===== config.mk =====
export PLATFORM = sky130hd
export DESIGN_NAME = circular_deque_core
export DESIGN_NICKNAME = d
export VERILOG_FILES = /design/src/hw/rtl/cd_pkg.sv /design/src/hw/rtl/cd_cell.sv /design/src/hw/rtl/cd_chain.sv /design/src/hw/rtl/circular_deque_core.sv
export SDC_FILE = /design/constraint.sdc
export NUM_CORES = 1
export LEC_CHECK = 0
export BUFFER_PORTS_ARGS = -buffer_cell sky130_fd_sc_hd__buf_2
export CORE_ASPECT_RATIO = 1.75
export CORE_UTILIZATION = 57
export CTS_CLUSTER_DIAMETER = 80
export DETAILED_ROUTE_END_ITERATION = 12
export HOLD_SLACK_MARGIN = 0.03
export PLACE_DENSITY = 0.76
export SLEW_MARGIN = 5
export SYNTH_ARGS = -nofsm -noshare
export SYNTH_HDL_FRONTEND = slang
export SYNTH_SLANG_ARGS = --single-unit

===== constraint.sdc =====
create_clock -name clk -period 4.35 [get_ports clk]
set_input_delay 0.87 -clock clk [delete_from_list [all_inputs] [get_ports clk]]
set_output_delay 0.87 -clock clk [all_outputs]
set_load 0.02 [all_outputs]

===== src/hw/rtl/cd_pkg.sv =====
// ----------------------------------------------------------------------------
// cd_pkg
// Shared types and codes for the circular deque core and its cell chain.
// ----------------------------------------------------------------------------
package cd_pkg;

  localparam int unsigned DEPTH_DFLT = 16;
  localparam int unsigned WORD_W     = 32;

  typedef enum logic [1:0] {
    REQ_PUSH_FRONT = 2'd0,
    REQ_PUSH_REAR  = 2'd1,
    REQ_POP_FRONT  = 2'd2,
    REQ_POP_REAR   = 2'd3
  } req_e;

  typedef enum logic [1:0] {
    ST_DONE  = 2'd0,
    ST_FULL  = 2'd1,
    ST_EMPTY = 2'd2
  } status_e;

  typedef struct packed {
    logic [1:0]         req_type;
    logic signed [31:0] push_value;
  } in_t;

  typedef struct packed {
    logic signed [31:0] pop_value;
    logic [1:0]         status;
    logic               now_full;
    logic               now_empty;
  } out_t;

  // Broadcast to every cell of the chain
  typedef struct packed {
    logic              en;
    req_e              req;
    logic [WORD_W-1:0] word;
  } cell_ctl_t;

endpackage


===== src/hw/rtl/cd_cell.sv =====
// ----------------------------------------------------------------------------
// cd_cell
// One slot of the deque. Holds the entry at this place counted from the
// front (fwd) and counted from the rear (rev), plus an occupied bit.
// ----------------------------------------------------------------------------
module cd_cell (
  input  logic                        clk,
  input  logic                        rst_n,
  input  cd_pkg::cell_ctl_t           ctl,
  input  logic                        lo_valid,
  input  logic [cd_pkg::WORD_W-1:0]   lo_fwd,
  input  logic [cd_pkg::WORD_W-1:0]   lo_rev,
  input  logic                        hi_valid,
  input  logic [cd_pkg::WORD_W-1:0]   hi_fwd,
  input  logic [cd_pkg::WORD_W-1:0]   hi_rev,
  output logic                        valid,
  output logic [cd_pkg::WORD_W-1:0]   fwd,
  output logic [cd_pkg::WORD_W-1:0]   rev
);

  logic                      valid_r, valid_nxt;
  logic [cd_pkg::WORD_W-1:0] fwd_r, fwd_nxt;
  logic [cd_pkg::WORD_W-1:0] rev_r, rev_nxt;
  logic                      tail_slot;

  // first free slot: an append lands here
  assign tail_slot = lo_valid && !valid_r;

  always_comb begin
    valid_nxt = valid_r;
    fwd_nxt   = fwd_r;
    rev_nxt   = rev_r;
    if (ctl.en) begin
      unique case (ctl.req)
        cd_pkg::REQ_PUSH_FRONT: begin
          valid_nxt = lo_valid;
          fwd_nxt   = lo_fwd;
          if (tail_slot) rev_nxt = ctl.word;
        end
        cd_pkg::REQ_PUSH_REAR: begin
          valid_nxt = lo_valid;
          rev_nxt   = lo_rev;
          if (tail_slot) fwd_nxt = ctl.word;
        end
        cd_pkg::REQ_POP_FRONT: begin
          valid_nxt = hi_valid;
          fwd_nxt   = hi_fwd;
        end
        cd_pkg::REQ_POP_REAR: begin
          valid_nxt = hi_valid;
          rev_nxt   = hi_rev;
        end
        default: begin
          valid_nxt = valid_r;
        end
      endcase
    end
  end

  always_ff @(posedge clk) begin
    if (!rst_n) begin
      valid_r <= 1'b0;
    end else begin
      valid_r <= valid_nxt;
    end
  end

  always_ff @(posedge clk) begin
    fwd_r <= fwd_nxt;
    rev_r <= rev_nxt;
  end

  assign valid = valid_r;
  assign fwd   = fwd_r;
  assign rev   = rev_r;

endmodule


===== src/hw/rtl/cd_chain.sv =====
// ----------------------------------------------------------------------------
// cd_chain
// Row of DEPTH cells. Slot 0 is the head of both orderings; entries shift
// one slot per request toward or away from it.
// ----------------------------------------------------------------------------
module cd_chain #(
  parameter int unsigned DEPTH = cd_pkg::DEPTH_DFLT
) (
  input  logic                        clk,
  input  logic                        rst_n,
  input  cd_pkg::cell_ctl_t           ctl,
  output logic [cd_pkg::WORD_W-1:0]   front_word,
  output logic [cd_pkg::WORD_W-1:0]   rear_word,
  output logic                        empty,
  output logic                        full,
  output logic                        one_left
);

  logic [DEPTH-1:0]                  valid;
  logic [DEPTH-1:0][cd_pkg::WORD_W-1:0] fwd;
  logic [DEPTH-1:0][cd_pkg::WORD_W-1:0] rev;

  for (genvar i = 0; i < DEPTH; i++) begin : g_cell
    logic                      lo_valid, hi_valid;
    logic [cd_pkg::WORD_W-1:0] lo_fwd, lo_rev, hi_fwd, hi_rev;

    if (i == 0) begin : g_head
      assign lo_valid = 1'b1;
      assign lo_fwd   = ctl.word;
      assign lo_rev   = ctl.word;
    end else begin : g_mid_lo
      assign lo_valid = valid[i-1];
      assign lo_fwd   = fwd[i-1];
      assign lo_rev   = rev[i-1];
    end

    if (i == DEPTH-1) begin : g_tail
      assign hi_valid = 1'b0;
      assign hi_fwd   = ctl.word;
      assign hi_rev   = ctl.word;
    end else begin : g_mid_hi
      assign hi_valid = valid[i+1];
      assign hi_fwd   = fwd[i+1];
      assign hi_rev   = rev[i+1];
    end

    cd_cell u_cell (
      .clk      (clk),
      .rst_n    (rst_n),
      .ctl      (ctl),
      .lo_valid (lo_valid),
      .lo_fwd   (lo_fwd),
      .lo_rev   (lo_rev),
      .hi_valid (hi_valid),
      .hi_fwd   (hi_fwd),
      .hi_rev   (hi_rev),
      .valid    (valid[i]),
      .fwd      (fwd[i]),
      .rev      (rev[i])
    );
  end

  assign front_word = fwd[0];
  assign rear_word  = rev[0];
  assign empty      = !valid[0];
  assign full       = valid[DEPTH-1];
  assign one_left   = valid[0] && !valid[1];

endmodule


===== src/hw/rtl/circular_deque_core.sv =====
// ----------------------------------------------------------------------------
// circular_deque_core
// Double-ended queue of DEPTH words built as a shifting chain of cells.
//
//   channel  dir  handshake              payload
//   in_      in   start & !busy          in_data  (cd_pkg::in_t)
//   out_     out  out_valid, one cycle   out_data (cd_pkg::out_t)
//
// One request per clock: the result of an accepted request is registered and
// shows in the cycle after acceptance. busy stays low; every cell shifts or
// appends in the same cycle, so no loop limits the rate.
// Synchronous active-low reset empties the deque; slot data is not cleared.
// The receiver cannot stall: out_data is valid only while out_valid is high.
// ----------------------------------------------------------------------------
module circular_deque_core #(
  parameter int unsigned DEPTH = cd_pkg::DEPTH_DFLT
) (
  input  logic         clk,
  input  logic         rst_n,
  input  logic         start,
  output logic         busy,
  input  cd_pkg::in_t  in_data,
  output logic         out_valid,
  output cd_pkg::out_t out_data
);

  cd_pkg::cell_ctl_t         ctl;
  logic [cd_pkg::WORD_W-1:0] front_word, rear_word;
  logic                      empty, full, one_left;
  logic                      accept, is_push, refused;
  cd_pkg::req_e              req;

  logic                      out_valid_r, out_valid_nxt;
  logic [cd_pkg::WORD_W-1:0] pop_r, pop_nxt;
  cd_pkg::status_e           status_r, status_nxt;

  assign busy    = 1'b0;
  assign accept  = start && !busy;
  assign req     = cd_pkg::req_e'(in_data.req_type);
  assign is_push = (req == cd_pkg::REQ_PUSH_FRONT) || (req == cd_pkg::REQ_PUSH_REAR);
  assign refused = is_push ? full : empty;

  assign ctl.en   = accept && !refused;
  assign ctl.req  = req;
  assign ctl.word = in_data.push_value;

  cd_chain #(.DEPTH(DEPTH)) u_chain (
    .clk        (clk),
    .rst_n      (rst_n),
    .ctl        (ctl),
    .front_word (front_word),
    .rear_word  (rear_word),
    .empty      (empty),
    .full       (full),
    .one_left   (one_left)
  );

  always_comb begin
    out_valid_nxt = accept;
    pop_nxt       = '0;
    status_nxt    = cd_pkg::ST_DONE;
    if (refused) begin
      status_nxt = is_push ? cd_pkg::ST_FULL : cd_pkg::ST_EMPTY;
    end else begin
      unique case (req)
        cd_pkg::REQ_POP_FRONT: pop_nxt = front_word;
        cd_pkg::REQ_POP_REAR:  pop_nxt = rear_word;
        default:               pop_nxt = '0;
      endcase
    end
  end

  always_ff @(posedge clk) begin
    if (!rst_n) begin
      out_valid_r <= 1'b0;
    end else begin
      out_valid_r <= out_valid_nxt;
    end
  end

  always_ff @(posedge clk) begin
    pop_r    <= pop_nxt;
    status_r <= status_nxt;
  end

  // flags come straight from the cells, which already hold the post-step state
  assign out_valid          = out_valid_r;
  assign out_data.pop_value = pop_r;
  assign out_data.status    = status_r;
  assign out_data.now_full  = full;
  assign out_data.now_empty = empty;

  // --------------------------------------------------------------------------
  // Assertions
  // --------------------------------------------------------------------------
  a_full_empty_excl : assert property (@(posedge clk) disable iff (!rst_n)
    !(full && empty))
    else $error("deque flagged full and empty at once");

  a_push_not_empty : assert property (@(posedge clk) disable iff (!rst_n)
    (accept && is_push && !refused) |=> (out_valid && !out_data.now_empty))
    else $error("deque empty after a successful insert");

  a_pop_last : assert property (@(posedge clk) disable iff (!rst_n)
    (accept && !is_push && one_left) |=> (out_data.now_empty && !out_data.now_full))
    else $error("removing the last entry did not empty the deque");

  a_refused_hold : assert property (@(posedge clk) disable iff (!rst_n)
    (accept && refused) |=> ($stable(full) && $stable(empty) &&
                             out_data.status != cd_pkg::ST_DONE))
    else $error("refused request changed the deque");

endmodule


==> qor.yml <==
run_status:
  status: "completed"
clock_network:
  clk_pin_slew_worst_paths_ns: 0.06
  clk_latency_ns: 0.69
  cts_max_level: 3
  cts_sinks: 1075
  cts_hold_buf: 0
  postCtsSetupRepairBufs: 0
  cts_inserted_buffers: 93
  cts_tree: "done"
  cts_resized: 0
  cts_max_path_buffers: 3
  cts_root_buf: "clkbuf_16"
run:
  maxCapViolCount: 0
worst_setup_path:
  startpoint_type: "primary input"
  arrival_ns: 3.16
  critical_path.endpoint: "u_chain.g_cell[9].u_cell.rev[5]"
  reg2reg_slack_ns: 1.78
  reg2reg_to: "u_chain.g_cell[4].u_cell.fwd[23]"
  startpoint: "in_data[33]"
  critPathCaptureType: "flop"
  crit_type: "primary input to flop"
  crit_fanout: 82
  crit_required_ns: 4.78
  rr_startpoint: "u_chain.g_cell[0].u_cell.valid"
  rr_worst_depth: 5
yosys:
  postSynthCellCount: 3579
  ys_top_cells_by_area: "edfxtp_1, a221o_1, a21oi_1, nor2_1, nand2_1"
  synth_edf_count: 1024
  seq_area_frac_synth: 0.685
  yosysUniqueCellTypes: 37
  syn_avg_cell_area_um2: 13.0
  synth.top_cell.area_share: 0.663
  synth_top_area_cell: "edfxtp_1"
  syn_area_um2: 46400
  syn_nets: 3623
  ys_seq_elements: 1075
  ys.flop_type: "edfxtp_1"
  async_flop_share: 0
  ys_warn_count: 0
pwr:
  power_mw: 23.6
  switching_share: 0.242
  combPwrFrac: 0.107
  p_int_mw: 17.9
  pwr-share-clk: 0.363
  p_switching_mw: 5.73
  vdd_ir_drop_max_mv: 0.351
  cellPowerDensity_nw_per_um2: 459
  p_leak_nw: 17.1
  pwr-share-seq: 0.530
drt:
  first_pass_iters: 8
  drc_errors: 0
  ant_nets: 0
  finalWirelength_um: 110000
  routedWlPerCell_um: 23.7
  drtIter0Drc: 4123
  vias: 30700
  viasPerCell: 6.59
floorplan:
  die-area_um2: 82500
  core.rowCount: 138
  start_util: 0.575
  ios: 75
  core_area_um2: 80600
  fp.dieW_um: 218
  die_height_um: 379
layout:
  syn_to_final_growth_pct: 11.2
  drive_above_1_share: 0.139
  fin_util: 0.639
  fillCellCount: 5806
  nets: 3586
  layout_commonest_cell: "edfxtp_1"
  layout_common_cells: "edfxtp_1, nor2_1, nand2_1, a21oi_1, a221o_1"
timing:
  setup_viol: 0
  worst_pin_slew_ns: 1.14
  whs_ns: 0.531
  layout_min_cycle_time_ns: 2.72
  setup-tns-final_ns: 0
  min_period_over_period: 0.626
  slew_headroom: 0.239
  hold_violations: 0
  max_freq_mhz: 367
  fin_skew_ns: 0.0180
  slew_viol_final: 0
  rsz0062_at_grt: "false"
global_routing:
  grt_overflow_total: 0
  grt_max_degree: 246
  antenna_found_initial: 3
  grt.total_usage: 0.269
  grt_first_pass_wirelength_um: 172000
  grt_pass1_vias: 29300
place:
  dp_hpwl_um: 66500
  gp_congestion: 0.814
  io_buffers: 73
hold_path:
  hp-class: "flop to flop"
-- per-layer routing --
metal  vias to the layer above  global-route usage  share of wire
li1                      13700                   -              -
met5                         -                   0              0
met1                     15400               0.375           0.40
met3                       198              0.0366          0.071
met4                         0              0.0933          0.029
met2                      1445               0.435           0.50
-- Yosys cell counts (all sizes together) (7+ instances only) --
cell type  number
nor2          483
a21boi         32
edfxtp       1024
ha              7
buf           100
a31oi          14
a311oi         14
nand2b         14
clkbuf        221
mux2          128
a21oi         482
and2           32
dfxtp          51
a22oi          32
a221o         448
nand2         463
o21ai          16
-- power groups by stage --
stage	sequential (mW)	combinational [mW]	clock, mW
5_1_grt	12.6	2.76	9.04
2_1_floorplan	12.6	1.68	0
6_report	12.5	2.53	8.59
3_3_place_gp	12.7	2.43	0
4_1_cts	12.5	2.53	8.70
3_5_place_dp	12.7	2.51	0
-- through the flow --
stage	setup slack, ns	cell area [um2]	std cells
finish	1.63	51500	4668
CTS	1.69	51500	4667
global route	1.54	51500	4667
global placement	1.04	48400	4497
floorplan	0.169	46400	3579
detailed placement	0.979	48400	4497
-- worst max-delay path, stage by stage --
cell	delay, ns
buf_2	0.17
inv_1	0.14
ha_1	0.27
nor2_4	0.62
nor2b_4	0.12
buf_12	0.24
buf_12	0.22
a221o_1	0.38
-- sequential cells by signal, summed over array words and instances (netlist names) --
signal	count
u_chain.g_cell.u_cell.fwd	512
u_chain.g_cell.u_cell.rev	512
pop_r	32
u_chain.g_cell.u_cell.valid	16
status_r	2
out_valid	1
-- layout make-up --
| class | count | area, um2 | area share |
|---|---|---|---|
| Clock inverter | 55 | 531 | 0.0103 |
| Clock buffer | 115 | 2570 | 0.0498 |
| Timing Repair Buffer | 189 | 1770 | 0.0344 |
| Tap cell | 1050 | 1310 | 0.0255 |
| Sequential cell | 1075 | 31800 | 0.616 |
| Antenna cell | 1 | 2.50 | 0.0000486 |
| Multi-Input combinational cell | 2176 | 13500 | 0.263 |
| Inverter | 7 | 28.8 | 0.000558 |
-- cell families after synthesis --
group	count (synthesis)	share of synthesized area
flops	1075	0.685
other cells	1	0.0000809
simple gates	1000	0.0841
buf+inv	328	0.0301
compound gates	1040	0.167
fa+ha+maj	7	0.00189
mux	128	0.0311
-- how the worst min path moves through the flow --
stage / start / endpoint / slack, ns / depth (start not counted)
2_1_floorplan: u_chain.g_cell[0].u_cell.fwd[0] / pop_r[0] / 0.48 / 2
3_3_place_gp: u_chain.g_cell[8].u_cell.valid / u_chain.g_cell[9].u_cell.valid / 0.51 / 2
3_5_place_dp: u_chain.g_cell[11].u_cell.valid / u_chain.g_cell[12].u_cell.valid / 0.52 / 2
4_1_cts: u_chain.g_cell[9].u_cell.valid / u_chain.g_cell[10].u_cell.valid / 0.52 / 2
5_1_grt: u_chain.g_cell[12].u_cell.valid / u_chain.g_cell[13].u_cell.valid / 0.55 / 2
6_report: u_chain.g_cell[11].u_cell.valid / u_chain.g_cell[12].u_cell.valid / 0.53 / 2
Note: power is estimated with default switching activity, not from simulation.
